`src/design/gst_pkg.sv`:
```
// Package for the gated stimulation trigger.
// Holds sizes, opcodes, register indexes and the field helpers.
// No dependencies.
package gst_pkg;

  localparam int NUM_REGIONS = 4;
  localparam int PULSE_MS    = 10;
  localparam int PACKED_REGIONS = 4;
  localparam int MASK_W      = 4;
  localparam int ELAPSED_W   = (NUM_REGIONS < PACKED_REGIONS) ? NUM_REGIONS : PACKED_REGIONS;
  localparam int CFG_IDX_W   = 3;
  localparam int CFG_DATA_W  = 64;
  localparam logic [6:0] FULL_PERCENT = 7'd100;

  typedef enum logic {
    OP_TICK    = 1'b0,
    OP_REQUEST = 1'b1
  } op_t;

  typedef enum logic [CFG_IDX_W-1:0] {
    CFG_ALLOW_MASK      = 3'd0,
    CFG_INTERVAL_MASK   = 3'd1,
    CFG_TIMEOUT_ENABLE  = 3'd2,
    CFG_REGION_PERIODS  = 3'd3,
    CFG_REGION_PERCENTS = 3'd4
  } cfg_idx_t;

  typedef logic [15:0] ms16_t;

  function automatic ms16_t period_of(input logic [63:0] periods, input int r);
    if (r >= PACKED_REGIONS) begin
      return '0;
    end
    return periods[16*r +: 16];
  endfunction

  function automatic logic [6:0] percent_of(input logic [27:0] pcts, input int r);
    logic [6:0] p;
    if (r >= PACKED_REGIONS) begin
      return '0;
    end
    p = pcts[7*r +: 7];
    return (p > FULL_PERCENT) ? FULL_PERCENT : p;
  endfunction

  function automatic ms16_t sat_sub(input ms16_t a, input ms16_t b);
    return (b >= a) ? '0 : ms16_t'(a - b);
  endfunction

endpackage

```
`src/design/gst_if.sv`:
```
// Channel interfaces of the gated stimulation trigger: input, result, config write.
// Depends on gst_pkg.
interface gst_in_if;
  logic               valid;
  logic               ready;
  gst_pkg::op_t       op;
  logic [1:0]         region;
  logic [15:0]        delta_ms;
  logic [31:0]        now_ms;
  logic [6:0]         random_draw;

  modport source (output valid, op, region, delta_ms, now_ms, random_draw, input ready);
  modport sink   (input valid, op, region, delta_ms, now_ms, random_draw, output ready);
endinterface

interface gst_out_if;
  logic                       valid;
  logic                       ready;
  logic                       stimulated;
  logic                       draw_rejected;
  logic                       pulse_restart;
  logic                       pin_level;
  logic [gst_pkg::MASK_W-1:0] elapsed_mask;

  modport source (output valid, stimulated, draw_rejected, pulse_restart,
                  pin_level, elapsed_mask, input ready);
  modport sink   (input valid, stimulated, draw_rejected, pulse_restart,
                  pin_level, elapsed_mask, output ready);
endinterface

interface gst_cfg_if;
  logic                           valid;
  logic                           ready;
  logic [gst_pkg::CFG_IDX_W-1:0]  index;
  logic [gst_pkg::CFG_DATA_W-1:0] data;

  modport source (output valid, index, data, input ready);
  modport sink   (input valid, index, data, output ready);
endinterface

```
`src/design/gated_stimulation_trigger.sv`:
```
// Gated stimulation trigger: refractory countdowns, gated requests, pulse timer.
// Depends on gst_pkg and the channel interfaces in gst_if.sv.
//
//  channel  | dir | payload
//  in_ch    | in  | op, region, delta_ms, now_ms, random_draw
//  out_ch   | out | stimulated, draw_rejected, pulse_restart, pin_level, elapsed_mask
//  cfg_ch   | in  | index, data (always ready)
//
// One item per cycle sustained while out is not stalled; after the in transfer an item
// passes the input register, then state update and result register in one pass.
// rst_n is synchronous: clears state, config to defaults, empties both stages.
// An out stall holds the result; the input stage still fills, then in_ready drops.
module gated_stimulation_trigger (
  input  logic      clk,
  input  logic      rst_n,
  gst_in_if.sink    in_ch,
  gst_out_if.source out_ch,
  gst_cfg_if.sink   cfg_ch
);
  import gst_pkg::*;

  logic [MASK_W-1:0] allow_r, interval_r;
  logic              timeout_en_r;
  logic [63:0]       periods_r;
  logic [27:0]       pcts_r;

  ms16_t       cd_r   [NUM_REGIONS];
  ms16_t       cd_nxt [NUM_REGIONS];
  logic [31:0] last_time_r, last_time_nxt;
  ms16_t       last_period_r, last_period_nxt;
  ms16_t       pulse_r, pulse_nxt;
  logic        pin_r, pin_nxt;

  logic        s1_valid_r;
  op_t         s1_op_r;
  logic [1:0]  s1_region_r;
  ms16_t       s1_delta_r;
  logic [31:0] s1_now_r;
  logic [6:0]  s1_draw_r;

  logic              out_valid_r;
  logic              stim_r, rej_r, restart_r, pin_out_r;
  logic [MASK_W-1:0] elapsed_r;
  logic              stim_nxt, rej_nxt, restart_nxt;
  logic [MASK_W-1:0] elapsed_nxt;

  logic advance;
  logic req_ok;
  ms16_t sel_period;

  assign advance     = s1_valid_r && (!out_valid_r || out_ch.ready);
  assign in_ch.ready = !s1_valid_r || advance;
  assign cfg_ch.ready = 1'b1;

  always_ff @(posedge clk) begin
    if (!rst_n) begin
      allow_r      <= '0;
      interval_r   <= '0;
      timeout_en_r <= 1'b1;
      periods_r    <= '0;
      pcts_r       <= '0;
    end else if (cfg_ch.valid) begin
      unique case (cfg_ch.index)
        CFG_ALLOW_MASK:      allow_r      <= cfg_ch.data[MASK_W-1:0];
        CFG_INTERVAL_MASK:   interval_r   <= cfg_ch.data[MASK_W-1:0];
        CFG_TIMEOUT_ENABLE:  timeout_en_r <= cfg_ch.data[0];
        CFG_REGION_PERIODS:  periods_r    <= cfg_ch.data;
        CFG_REGION_PERCENTS: pcts_r       <= cfg_ch.data[27:0];
        default: ;
      endcase
    end
  end

  // input stage
  always_ff @(posedge clk) begin
    if (!rst_n) begin
      s1_valid_r <= 1'b0;
    end else if (in_ch.ready) begin
      s1_valid_r <= in_ch.valid;
    end
  end

  always_ff @(posedge clk) begin
    if (in_ch.valid && in_ch.ready) begin
      s1_op_r     <= in_ch.op;
      s1_region_r <= in_ch.region;
      s1_delta_r  <= in_ch.delta_ms;
      s1_now_r    <= in_ch.now_ms;
      s1_draw_r   <= in_ch.random_draw;
    end
  end

  // state update
  always_comb begin
    cd_nxt          = cd_r;
    last_time_nxt   = last_time_r;
    last_period_nxt = last_period_r;
    pulse_nxt       = pulse_r;
    pin_nxt         = pin_r;
    stim_nxt        = 1'b0;
    rej_nxt         = 1'b0;
    restart_nxt     = 1'b0;
    sel_period      = period_of(periods_r, int'(s1_region_r));
    req_ok          = (int'(s1_region_r) < NUM_REGIONS) && allow_r[s1_region_r]
                      && (cd_r[s1_region_r] == '0);
    if (s1_op_r == OP_TICK) begin
      for (int r = 0; r < NUM_REGIONS; r++) begin
        if (cd_r[r] == '0 && r < MASK_W && interval_r[r % MASK_W]) begin
          cd_nxt[r] = sat_sub(period_of(periods_r, r), s1_delta_r);
        end else begin
          cd_nxt[r] = sat_sub(cd_r[r], s1_delta_r);
        end
      end
      if (pulse_r != '0) begin
        pulse_nxt = sat_sub(pulse_r, s1_delta_r);
        if (pulse_nxt == '0) begin
          pin_nxt = 1'b0;
        end
      end
    end else if (req_ok) begin
      if (!(s1_draw_r < percent_of(pcts_r, int'(s1_region_r)))) begin
        cd_nxt[s1_region_r] = sel_period;
        rej_nxt = 1'b1;
      end else if (!(timeout_en_r
                     && ((s1_now_r - last_time_r) < {16'd0, last_period_r}))) begin
        restart_nxt         = (pulse_r != '0);
        last_time_nxt       = s1_now_r;
        last_period_nxt     = sel_period;
        pulse_nxt           = ms16_t'(PULSE_MS);
        pin_nxt             = 1'b1;
        cd_nxt[s1_region_r] = sel_period;
        stim_nxt            = 1'b1;
      end
    end
    elapsed_nxt = '0;
    for (int r = 0; r < ELAPSED_W; r++) begin
      elapsed_nxt[r] = (cd_nxt[r] == '0);
    end
  end

  always_ff @(posedge clk) begin
    if (!rst_n) begin
      for (int r = 0; r < NUM_REGIONS; r++) begin
        cd_r[r] <= '0;
      end
      last_time_r   <= '0;
      last_period_r <= '0;
      pulse_r       <= '0;
      pin_r         <= 1'b0;
    end else if (advance) begin
      cd_r          <= cd_nxt;
      last_time_r   <= last_time_nxt;
      last_period_r <= last_period_nxt;
      pulse_r       <= pulse_nxt;
      pin_r         <= pin_nxt;
    end
  end

  // result register
  always_ff @(posedge clk) begin
    if (!rst_n) begin
      out_valid_r <= 1'b0;
    end else if (advance) begin
      out_valid_r <= 1'b1;
    end else if (out_ch.ready) begin
      out_valid_r <= 1'b0;
    end
  end

  always_ff @(posedge clk) begin
    if (advance) begin
      stim_r    <= stim_nxt;
      rej_r     <= rej_nxt;
      restart_r <= restart_nxt;
      pin_out_r <= pin_nxt;
      elapsed_r <= elapsed_nxt;
    end
  end

  assign out_ch.valid         = out_valid_r;
  assign out_ch.stimulated    = stim_r;
  assign out_ch.draw_rejected = rej_r;
  assign out_ch.pulse_restart = restart_r;
  assign out_ch.pin_level     = pin_out_r;
  assign out_ch.elapsed_mask  = elapsed_r;

  a_pin_needs_pulse: assert property (@(posedge clk) disable iff (!rst_n)
    pin_r |-> (pulse_r != '0))
    else $error("pin high with pulse timer at zero");

  a_stim_raises_pin: assert property (@(posedge clk) disable iff (!rst_n)
    (out_valid_r && stim_r) |-> pin_out_r)
    else $error("stimulation without pin high");

  a_flags_exclusive: assert property (@(posedge clk) disable iff (!rst_n)
    out_valid_r |-> !(stim_r && rej_r))
    else $error("stimulated and rejected together");

  a_restart_needs_stim: assert property (@(posedge clk) disable iff (!rst_n)
    (out_valid_r && restart_r) |-> stim_r)
    else $error("pulse restart without stimulation");

  a_stall_holds: assert property (@(posedge clk) disable iff (!rst_n)
    (out_valid_r && !out_ch.ready) |=> (out_valid_r && $stable(elapsed_r)))
    else $error("stalled result lost");

endmodule
```
`src/flat_wrapper.sv`:
```
// flat-port wrapper written by rule: the top's interface ports become plain ports
module gated_stimulation_trigger_flat import gst_pkg::*;
  (clk, rst_n, in_ch_valid, in_ch_op, in_ch_region, in_ch_delta_ms, in_ch_now_ms, in_ch_random_draw, in_ch_ready, out_ch_valid, out_ch_stimulated, out_ch_draw_rejected, out_ch_pulse_restart, out_ch_pin_level, out_ch_elapsed_mask, out_ch_ready, cfg_ch_valid, cfg_ch_index, cfg_ch_data, cfg_ch_ready);
  gst_in_if in_ch_i ();
  gst_out_if out_ch_i ();
  gst_cfg_if cfg_ch_i ();
  input  logic clk;
  input  logic rst_n;
  input wire logic [$bits(in_ch_i.valid)-1:0] in_ch_valid;
  input wire logic [$bits(in_ch_i.op)-1:0] in_ch_op;
  input wire logic [$bits(in_ch_i.region)-1:0] in_ch_region;
  input wire logic [$bits(in_ch_i.delta_ms)-1:0] in_ch_delta_ms;
  input wire logic [$bits(in_ch_i.now_ms)-1:0] in_ch_now_ms;
  input wire logic [$bits(in_ch_i.random_draw)-1:0] in_ch_random_draw;
  output wire logic [$bits(in_ch_i.ready)-1:0] in_ch_ready;
  output wire logic [$bits(out_ch_i.valid)-1:0] out_ch_valid;
  output wire logic [$bits(out_ch_i.stimulated)-1:0] out_ch_stimulated;
  output wire logic [$bits(out_ch_i.draw_rejected)-1:0] out_ch_draw_rejected;
  output wire logic [$bits(out_ch_i.pulse_restart)-1:0] out_ch_pulse_restart;
  output wire logic [$bits(out_ch_i.pin_level)-1:0] out_ch_pin_level;
  output wire logic [$bits(out_ch_i.elapsed_mask)-1:0] out_ch_elapsed_mask;
  input wire logic [$bits(out_ch_i.ready)-1:0] out_ch_ready;
  input wire logic [$bits(cfg_ch_i.valid)-1:0] cfg_ch_valid;
  input wire logic [$bits(cfg_ch_i.index)-1:0] cfg_ch_index;
  input wire logic [$bits(cfg_ch_i.data)-1:0] cfg_ch_data;
  output wire logic [$bits(cfg_ch_i.ready)-1:0] cfg_ch_ready;
  assign in_ch_i.valid = in_ch_valid;
  assign in_ch_i.op = in_ch_op;
  assign in_ch_i.region = in_ch_region;
  assign in_ch_i.delta_ms = in_ch_delta_ms;
  assign in_ch_i.now_ms = in_ch_now_ms;
  assign in_ch_i.random_draw = in_ch_random_draw;
  assign in_ch_ready = in_ch_i.ready;
  assign out_ch_valid = out_ch_i.valid;
  assign out_ch_stimulated = out_ch_i.stimulated;
  assign out_ch_draw_rejected = out_ch_i.draw_rejected;
  assign out_ch_pulse_restart = out_ch_i.pulse_restart;
  assign out_ch_pin_level = out_ch_i.pin_level;
  assign out_ch_elapsed_mask = out_ch_i.elapsed_mask;
  assign out_ch_i.ready = out_ch_ready;
  assign cfg_ch_i.valid = cfg_ch_valid;
  assign cfg_ch_i.index = cfg_ch_index;
  assign cfg_ch_i.data = cfg_ch_data;
  assign cfg_ch_ready = cfg_ch_i.ready;
  gated_stimulation_trigger u_core (.clk(clk), .rst_n(rst_n), .in_ch(in_ch_i), .out_ch(out_ch_i), .cfg_ch(cfg_ch_i));
endmodule
```
`config.mk`:
```
export PLATFORM = sky130hd
export DESIGN_NAME = gated_stimulation_trigger_flat
export DESIGN_NICKNAME = d
export VERILOG_FILES = /design/src/design/gst_pkg.sv /design/src/design/gst_if.sv /design/src/design/gated_stimulation_trigger.sv /design/src/flat_wrapper.sv
export SDC_FILE = /design/constraint.sdc
export NUM_CORES = 1
export LEC_CHECK = 0
export ABC_CLOCK_PERIOD_IN_PS = 5400
export BUFFER_PORTS_ARGS = -buffer_cell sky130_fd_sc_hd__buf_4
export CELL_PAD_IN_SITES_DETAIL_PLACEMENT = 0
export CELL_PAD_IN_SITES_GLOBAL_PLACEMENT = 2
export CORE_MARGIN = 5
export CORE_UTILIZATION = 34
export DETAILED_ROUTE_END_ITERATION = 6
export PLACE_DENSITY_LB_ADDON = 0.1
export SKIP_CTS_REPAIR_TIMING = 1
export SYNTH_ARGS = -nofsm -noshare
export SYNTH_HDL_FRONTEND = slang
export SYNTH_SLANG_ARGS = --single-unit
```
`constraint.sdc`:
```
create_clock -name clk -period 5.4 [get_ports clk]
set_input_delay 0.27 -clock clk [delete_from_list [all_inputs] [get_ports clk]]
set_output_delay 0.27 -clock clk [all_outputs]
set_load 0.02 [all_outputs]
```
==> results_tabular.tex, run 1 <==
\begin{tabular}{lr}
\hline
Metric & Value \\
\hline
\multicolumn{2}{l}{\textbf{Clock tree}} \\
\quad H-tree levels & 2 \\
\quad Number of sinks driven by the clock tree & 298 \\
\quad Buffer levels on the longest clock path & 3 \\
\quad CTS root buffer & sky130\_fd\_sc\_hd\_\_clkbuf\_16 \\
\quad CTS tree & yes \\
\quad Number of buffers created by CTS & 40 \\
\quad Register clock-pin slew on the reported worst setup and hold paths & 0.06 ns \\
\quad Source-to-sink clock delay at the later pin of the worst-skew pair & 0.58 ns \\
\multicolumn{2}{l}{\textbf{Layout}} \\
\quad Area growth from synthesis to layout & 26.2\% \\
\quad Total area of multi-input combinational cells & 0.0143 sq mm \\
\quad Layout cell share with drive strength beyond 1 & about 15\% \\
\quad Post-layout nets & 3280 \\
\quad Fillers & around 6.3k \\
\quad FF/Latch Area & $\sim$0.0066 sq mm \\
\multicolumn{2}{l}{\textbf{Worst setup path}} \\
\quad Crit. End Element & flip-flop \\
\quad Data required time of the worst path & 5.80 ns \\
\quad Arrival @ worst endpoint & 5.95 ns \\
\quad Startpoint of the worst-slack reg-to-reg timing path & u\_core.s1\_now\_r[0] \\
\quad Setup slack, reg-to-reg & -0.15 ns \\
\quad Reg-to-reg endpoint & u\_core.out\_ch.elapsed\_mask[1] \\
\quad Peak fanout along the critical path & 6 \\
\quad Startpoint-to-endpoint class of the critical path & reg2reg \\
\quad Logic depth of the worst register-to-register path & 24 \\
\quad Nature of the critical path startpoint & flip-flop \\
\multicolumn{2}{l}{\textbf{Floorplan}} \\
\quad Number of cell rows & 92 \\
\quad Die X-Extent & roughly 260 um \\
\quad Total core area & 0.0630 sq mm \\
\quad Area of the die & approximately 0.069 sq mm \\
\quad Chip Height & $\sim$260 um \\
\quad Ports placed on the boundary & 141 \\
\quad Starting density of the core & around a third \\
\multicolumn{2}{l}{\textbf{Synth}} \\
\quad Top-area cell type share of the netlist area & 21.5\% \\
\quad Flip-flop and latch count after synthesis & 298 \\
\quad Yosys top cell by area & sky130\_fd\_sc\_hd\_\_dfxtp\_1 \\
\quad Mapped Avg Cell Area & 8.25 sq um \\
\quad Cell types with the largest area share after synthesis & sky130\_fd\_sc\_hd\_\_dfxtp\_1, sky130\_fd\_sc\_hd\_\_ha\_1, sky130\_fd\_sc\_hd\_\_edfxtp\_1 \\
\quad Post-Synthesis Cell Area & around 0.022 sq mm \\
\quad Synth warn & 0 \\
\quad Number of synthesized flops with an enable pin & 66 \\
\quad Nets in the synthesized netlist & 2954 \\
\quad Top-count cell post-synth & sky130\_fd\_sc\_hd\_\_nand2\_1 \\
\quad Ranking of synthesized cells by instance count & sky130\_fd\_sc\_hd\_\_nand2\_1, sky130\_fd\_sc\_hd\_\_a21oi\_1, sky130\_fd\_sc\_hd\_\_dfxtp\_1, sky130\_fd\_sc\_hd\_\_nor2\_1, sky130\_fd\_sc\_hd\_\_ha\_1 \\
\quad Distinct cells, synth & 89 \\
\quad Synthesized netlist cell count & around 2.6k \\
\quad Top\_reg\_cell synth & sky130\_fd\_sc\_hd\_\_dfxtp\_1 \\
\quad Async SR Flop Fraction & 0\% \\
\quad Post-synthesis sequential area ratio & between 30\% and 40\% \\
\multicolumn{2}{l}{\textbf{STA}} \\
\quad Top achievable clock speed & approximately 180 MHz \\
\quad Final Cycle Share & 103\% \\
\quad Worst-case setup margin in the final layout & -0.154 ns \\
\quad Worst hold slack across all endpoints & -0.0180 ns \\
\quad Worst-Margin Slew & 1.22 ns \\
\quad Count of endpoints failing hold in the final timing report & 3 \\
\quad Final-report setup violation count & 2 \\
\quad Setup repair after global routing missed its margin & yes \\
\quad Final Skew & 0.0259 ns \\
\quad Pins over their slew limit & 0 \\
\quad Tightest slew margin relative to the limit & 18.5\% \\
\quad Time the final worst path needs with I/O delays and setup & 5.55 ns \\
\multicolumn{2}{l}{\textbf{Detailed routing}} \\
\quad Via-per-instance ratio & 5.53 \\
\quad DRC marker count from the first detailed-route iteration & approximately 1.4k \\
\quad Final routed DRC violation total & 0 \\
\quad Via count & 21.1k \\
\quad Average wire per cell in the routed design & roughly 23 um \\
\quad Remaining number of nets flagged by the antenna check after routing & 0 \\
\quad Detailed-router iteration count before antenna repair & 6 \\
\quad Wire length reported by the detailed router & approximately 90 mm \\
\multicolumn{2}{l}{\textbf{Pwr}} \\
\quad Worst vdd rail ir drop & $\sim$0.22 mV \\
\quad Power density normalized to cell area & 242 mW/mm\^{}2 \\
\quad Leakage power figure & 11.5 nW \\
\multicolumn{2}{l}{\textbf{Min path}} \\
\quad Worst Hold Launch & cfg\_ch\_data[4] \\
\quad Class of the tightest hold or removal check & in2reg \\
\quad WHS Endpoint & u\_core.periods\_r[4] \\
\quad Worst Hold Depth & 3 \\
\multicolumn{2}{l}{\textbf{GRT}} \\
\quad Via count of the first global-routing pass & 20.1k \\
\quad Number of antenna violations at the first check in global routing & 3 \\
\quad Leftover overflow at the end of global routing & 0 \\
\quad Maximum number of pins on one net before global-route repair & around 140 \\
\quad First-pass GRT wire length & approximately 130 mm \\
\quad Global Route Usage Sum & 24.7\% \\
\multicolumn{2}{l}{\textbf{Run status}} \\
\quad Outcome & finished, violations left \\
\quad Violated checks & negative hold slack, negative setup slack \\
\multicolumn{2}{l}{\textbf{Place}} \\
\quad Post-placement worst setup slack & -0.433 ns \\
\quad Routability-driven placement congestion ratio & 0.964 \\
\quad PortBufs & 139 \\
\quad DPL Wire Length & 67.7 mm \\
\multicolumn{2}{l}{\textbf{Flow run}} \\
\quad Count of max-cap constraint violations & 0 \\
\hline
\end{tabular}
-- through the flow --
| step | area [sq um] | power, mW | utilization (%) | cells | TNS [ns] |
|---|---|---|---|---|---|
| 2_1_floorplan | 21600 | 3.18 | - | 2618 | 0 |
| 5_1_grt | 27300 | 6.88 | 43.3 | 3822 | -0.897 |
| 3_3_place_gp | 24400 | 3.65 | 38.7 | 3627 | -0.972 |
| 6_report | 27300 | 6.60 | 43.3 | 3824 | -0.186 |
| 3_5_place_dp | 24400 | 3.65 | 38.7 | 3627 | -1.19 |
| 4_1_cts | 25800 | 6.58 | 41.0 | 3701 | -1.33 |
-- cell families (layout without fill, tap and decap cells) --
group	Yosys count	after routing	share of synthesized area [%]
DFF	298	298	30.7
AOI/OAI and AO/OA	797	797	24.0
adders and majority gates	206	206	12.3
xor gates and xnor gates	140	140	5.68
other	1	3	0.0174
buffers and inverters	252	610	4.45
and+or+nand+nor	839	839	17.9
muxes	85	85	5.00
-- critical path, stage by stage (launching register included) --
cell	delay, ns
sky130_fd_sc_hd__edfxtp_1	0.33
sky130_fd_sc_hd__inv_2	0.05
sky130_fd_sc_hd__ha_4	0.16
sky130_fd_sc_hd__fa_2	0.34
sky130_fd_sc_hd__nand2b_4	0.16
sky130_fd_sc_hd__a211oi_4	0.30
sky130_fd_sc_hd__o211ai_2	0.14
sky130_fd_sc_hd__nand2_1	0.12
sky130_fd_sc_hd__a31oi_2	0.10
sky130_fd_sc_hd__xnor2_1	0.22
sky130_fd_sc_hd__ha_1	0.28
sky130_fd_sc_hd__nor2b_4	0.13
sky130_fd_sc_hd__o21ai_1	0.12
sky130_fd_sc_hd__o2111a_1	0.18
sky130_fd_sc_hd__o211ai_1	0.07
sky130_fd_sc_hd__and3b_2	0.25
sky130_fd_sc_hd__or4b_4	0.51
sky130_fd_sc_hd__nor4b_4	0.31
sky130_fd_sc_hd__buf_4	0.20
sky130_fd_sc_hd__buf_6	0.14
sky130_fd_sc_hd__and2_4	0.16
sky130_fd_sc_hd__nor3_1	0.05
sky130_fd_sc_hd__o31a_1	0.25
sky130_fd_sc_hd__or4_4	0.51
sky130_fd_sc_hd__nor4b_4	0.30
-- state kept, by name (all words and copies together) (netlist names), 2 cells and up --
name                        flops
u_core.last_period_r           16
u_core.last_time_r             32
u_core.pulse_r                 16
u_core.interval_r               4
u_core.out_ch.elapsed_mask      4
u_core.periods_r               64
u_core.s1_draw_r                7
u_core.s1_region_r              2
u_core.s1_delta_r              16
u_core.s1_now_r                32
u_core.cd_r                    64
u_core.pcts_r                  28
u_core.allow_r                  4
-- per-layer routing --
layer | wire length [um] | GRT usage [%]
met3 | 3540 | 2.69
met4 | 3300 | 8.51
met1 | 39400 | 32.7
met5 | 0 | 0
met2 | 42600 | 42.0
-- how the worst max path moves through the flow --
stage / slack [ns] / cells after the start / startpoint / end
detailed placement: -0.43 / 23 / u_core.s1_now_r[0] / u_core.out_ch.elapsed_mask[1]
finish: -0.15 / 24 / u_core.s1_now_r[0] / u_core.out_ch.elapsed_mask[1]
CTS: -0.44 / 23 / u_core.s1_now_r[0] / u_core.out_ch.elapsed_mask[1]
global placement: -0.33 / 24 / u_core.s1_now_r[0] / u_core.out_ch.elapsed_mask[1]
floorplan: 0.006 / 20 / u_core.s1_now_r[5] / u_core.out_ch.elapsed_mask[1]
global route: -0.35 / 24 / u_core.s1_now_r[0] / u_core.out_ch.elapsed_mask[1]
-- cell usage in the layout (no fill, tap or decap), types with 63 or more instances in the layout --
cell type / n
sky130_fd_sc_hd__xnor2_1: 90
sky130_fd_sc_hd__a21o_1: 86
sky130_fd_sc_hd__o21ai_0: 94
sky130_fd_sc_hd__buf_4: 273
sky130_fd_sc_hd__dfxtp_1: 232
sky130_fd_sc_hd__a21oi_1: 301
sky130_fd_sc_hd__edfxtp_1: 66
sky130_fd_sc_hd__inv_1: 136
sky130_fd_sc_hd__ha_1: 192
sky130_fd_sc_hd__dlygate4sd3_1: 112
sky130_fd_sc_hd__nand2_1: 335
sky130_fd_sc_hd__mux2i_1: 63
sky130_fd_sc_hd__nor2_1: 221
-- report_power, final --
part / internal, mW / switching [mW] / total, mW
Sequential: 2.35 / 0.0749 / 2.42
Combinational: 0.547 / 0.743 / 1.29
Clock: 1.81 / 1.08 / 2.89
Total: 4.71 / 1.89 / 6.60
-- cell type report --
class / count / share of cell area, %
Antenna cell: 2 / 0.0184
Clock inverter: 12 / 0.629
Clock buffer: 62 / 4.65
Inverter: 141 / 1.96
Multi-Input combinational cell: 2068 / 52.3
Tap cell: 846 / 3.88
Sequential cell: 298 / 24.3
Timing Repair Buffer: 395 / 12.2
Power figures use the tool's default switching activity.
==> run 2, diff against run 1 <==
Settings changed: SETUP_SLACK_MARGIN set to 0.5.
==> run 2 against run 1 <==
Net effect: design area rose by 4.0%; flip-flop and latch count did not move; count of clock-buffer cells in the layout fell by 12; the flow still finishes with violations (negative hold slack, negative setup slack); highest routed layer unchanged; sequential share of layout area fell by 0.93 points; critical endpoint is now u_core.last_period_r[0]; critical path depth rose by 7; maximum frequency rose by 0.81%; global-route usage rose by 0.15 points; die area did not move; power rose by 1.3%; clock skew rose by 0.0028 ns.
==> results_tabular.tex, run 2 (synthesis gave the netlist of run 1 again) <==
\begin{tabular}{lr}
\hline
Metric & Value \\
\hline
\multicolumn{2}{l}{\textbf{GRT}} \\
\quad Via count of the first global-routing pass & 20.1k \\
\quad Number of antenna violations at the first check in global routing & 1 \\
\quad Leftover overflow at the end of global routing & 0 \\
\quad Global Route Usage Sum & 24.8\% \\
\quad First-pass GRT wire length & 130 mm \\
\quad Maximum number of pins on one net before global-route repair & about 140 \\
\multicolumn{2}{l}{\textbf{Clock tree}} \\
\quad CTS tree & yes \\
\quad Number of sinks driven by the clock tree & 298 \\
\quad H-tree levels & 2 \\
\quad Number of buffers created by CTS & 40 \\
\quad Buffer levels on the longest clock path & 3 \\
\quad CTS root buffer & sky130\_fd\_sc\_hd\_\_clkbuf\_16 \\
\quad Source-to-sink clock delay at the later pin of the worst-skew pair & 0.60 ns \\
\quad Register clock-pin slew on the reported worst setup and hold paths & 0.06 ns \\
\multicolumn{2}{l}{\textbf{Layout}} \\
\quad Leading cell type in the layout, fill and taps excluded & sky130\_fd\_sc\_hd\_\_nand2\_1 \\
\quad Layout cell share with drive strength beyond 1 & 19.3\% \\
\quad Top flop regs & u\_core.cd\_r x64, u\_core.periods\_r x64 \\
\quad Post-layout nets & 3299 \\
\quad Area growth from synthesis to layout & 31.3\% \\
\quad Highest-count cells in the layout ignoring fill and taps & sky130\_fd\_sc\_hd\_\_nand2\_1, sky130\_fd\_sc\_hd\_\_a21oi\_1, sky130\_fd\_sc\_hd\_\_buf\_4 \\
\quad Fillers & 6246 \\
\multicolumn{2}{l}{\textbf{Floorplan}} \\
\quad Ports placed on the boundary & 141 \\
\quad Area of the die & 0.0687 sq mm \\
\quad Number of cell rows & between 90 and 100 \\
\quad Total core area & 0.0630 sq mm \\
\quad Die X-Extent & 262 um \\
\quad Starting density of the core & 34.3\% \\
\quad Chip Height & 262 um \\
\multicolumn{2}{l}{\textbf{Run status}} \\
\quad Violated checks & negative hold slack, negative setup slack \\
\quad Outcome & finished, violations left \\
\multicolumn{2}{l}{\textbf{STA}} \\
\quad Worst hold slack across all endpoints & -0.0114 ns \\
\quad Count of endpoints failing hold in the final timing report & 4 \\
\quad Setup repair after global routing missed its margin & yes \\
\quad Final Skew & 0.0286 ns \\
\quad Top achievable clock speed & 181 MHz \\
\quad Total Neg Setup Slack & -3.04 ns \\
\quad Pins over their slew limit & 0 \\
\quad Final-report setup violation count & 55 \\
\quad Time the final worst path needs with I/O delays and setup & approximately 5.5 ns \\
\quad Worst-case setup margin in the final layout & -0.110 ns \\
\quad Tightest slew margin relative to the limit & between 10\% and 20\% \\
\quad Worst-Margin Slew & 1.22 ns \\
\quad Final Cycle Share & 102\% \\
\multicolumn{2}{l}{\textbf{Worst setup path}} \\
\quad Kind of cell with the highest combined delay on the critical path & buffers and inverters \\
\quad Worst setup path startpoint & u\_core.s1\_now\_r[0] \\
\quad Capturing instance or port of the critical path & u\_core.last\_period\_r[0] \\
\quad Critical path's most frequent cell & sky130\_fd\_sc\_hd\_\_buf\_6 \\
\quad Startpoint of the worst-slack reg-to-reg timing path & u\_core.s1\_now\_r[0] \\
\quad Setup slack, reg-to-reg & -0.11 ns \\
\quad Logic depth of the worst register-to-register path & 31 \\
\quad Crit path depth & 31 \\
\quad Standard cell with the maximum stage delay on the critical path & sky130\_fd\_sc\_hd\_\_or4b\_4 \\
\quad Reg-to-reg endpoint & u\_core.last\_period\_r[0] \\
\quad Data required time of the worst path & 5.83 ns \\
\quad Nature of the critical path startpoint & flip-flop \\
\quad Startpoint-to-endpoint class of the critical path & reg2reg \\
\quad Arrival @ worst endpoint & 5.94 ns \\
\quad Slowest Stage Delay on Critical Path & 0.50 ns \\
\quad Peak fanout along the critical path & 8 \\
\quad Number of buffers and inverters on the critical path & 12 \\
\quad Crit. End Element & flip-flop \\
\multicolumn{2}{l}{\textbf{Pwr}} \\
\quad Worst vdd rail ir drop & about 0.24 mV \\
\quad Overall power of the completed layout & 6.69 mW \\
\quad Leakage power figure & 11.7 nW \\
\quad Power density normalized to cell area & about 240 mW/mm\^{}2 \\
\multicolumn{2}{l}{\textbf{Detailed routing}} \\
\quad Final routed DRC violation total & 0 \\
\quad Wire length reported by the detailed router & roughly 91 mm \\
\quad Detailed-router iteration count before antenna repair & 6 \\
\quad Via-per-instance ratio & 5.56 \\
\quad Average wire per cell in the routed design & 23.8 um \\
\quad DRC marker count from the first detailed-route iteration & 1528 \\
\quad Remaining number of nets flagged by the antenna check after routing & 0 \\
\quad Via count & 21.4k \\
\multicolumn{2}{l}{\textbf{Min path}} \\
\quad Class of the tightest hold or removal check & in2reg \\
\multicolumn{2}{l}{\textbf{Place}} \\
\quad Routability-driven placement congestion ratio & 0.923 \\
\quad PortBufs & around 140 \\
\quad DPL Wire Length & slightly below 70 mm \\
\quad Post-placement worst setup slack & -0.201 ns \\
\multicolumn{2}{l}{\textbf{Flow run}} \\
\quad Count of max-cap constraint violations & 0 \\
\hline
\end{tabular}
-- run 2: layer usage --
metal	part of all wire (%)	vias up	GRT usage (%)
met5	0	-	0
met4	3.4	0	7.90
met3	4.4	144	2.74
met2	48	551	42.6
met1	44	10429	32.9
li1	-	10234	-
-- run 2: final cells by class --
| type | instances | area [sq um] | share of cell area (%) |
|---|---|---|---|
| multi-input combinational | 2069 | 15000 | 52.8 |
| sequential | 298 | 6630 | 23.4 |
| timing repair buffer | 413 | 3720 | 13.1 |
| clock buffer | 50 | 1110 | 3.91 |
| tap | 846 | 1060 | 3.73 |
| inverter | 141 | 534 | 1.88 |
| clock inverter | 24 | 318 | 1.12 |
| antenna | 1 | 2.50 | 0.00882 |
-- run 2: worst min-delay path by stage --
stage | to | cells after the start | startpoint
CTS | u_core.s1_op_r | 1 | in_ch_op
detailed placement | u_core.pcts_r[26] | 2 | u_core.pcts_r[26]
finish | u_core.periods_r[48] | 3 | cfg_ch_data[48]
global placement | u_core.pcts_r[26] | 2 | u_core.pcts_r[26]
floorplan | u_core.s1_delta_r[0] | 0 | in_ch_delta_ms[0]
global route | u_core.periods_r[48] | 3 | cfg_ch_data[48]
-- run 2: power by group --
| group | switching (mW) | internal, mW | total, mW |
|---|---|---|---|
| clock | 1.17 | 1.76 | 2.93 |
| combinational | 0.775 | 0.560 | 1.34 |
| sequential | 0.0744 | 2.35 | 2.42 |
-- run 2: worst min-delay path, stage by stage --
cell and delay (ns):
sky130_fd_sc_hd__buf_4 0.08, sky130_fd_sc_hd__nand2_1 0.07, sky130_fd_sc_hd__a21oi_1 0.12
-- run 2: per-stage QoR --
step	instances	cell area [sq um]	util, %	hold WS, ns
after detailed placement	3612	24400	38.7	0.446
final	3842	28400	45.0	-0.0114
after CTS	3686	25800	40.9	-0.173
after global routing	3841	28400	45.0	0.00128
after floorplan	2618	21700	-	0.369
after global placement	3612	24400	38.7	0.439
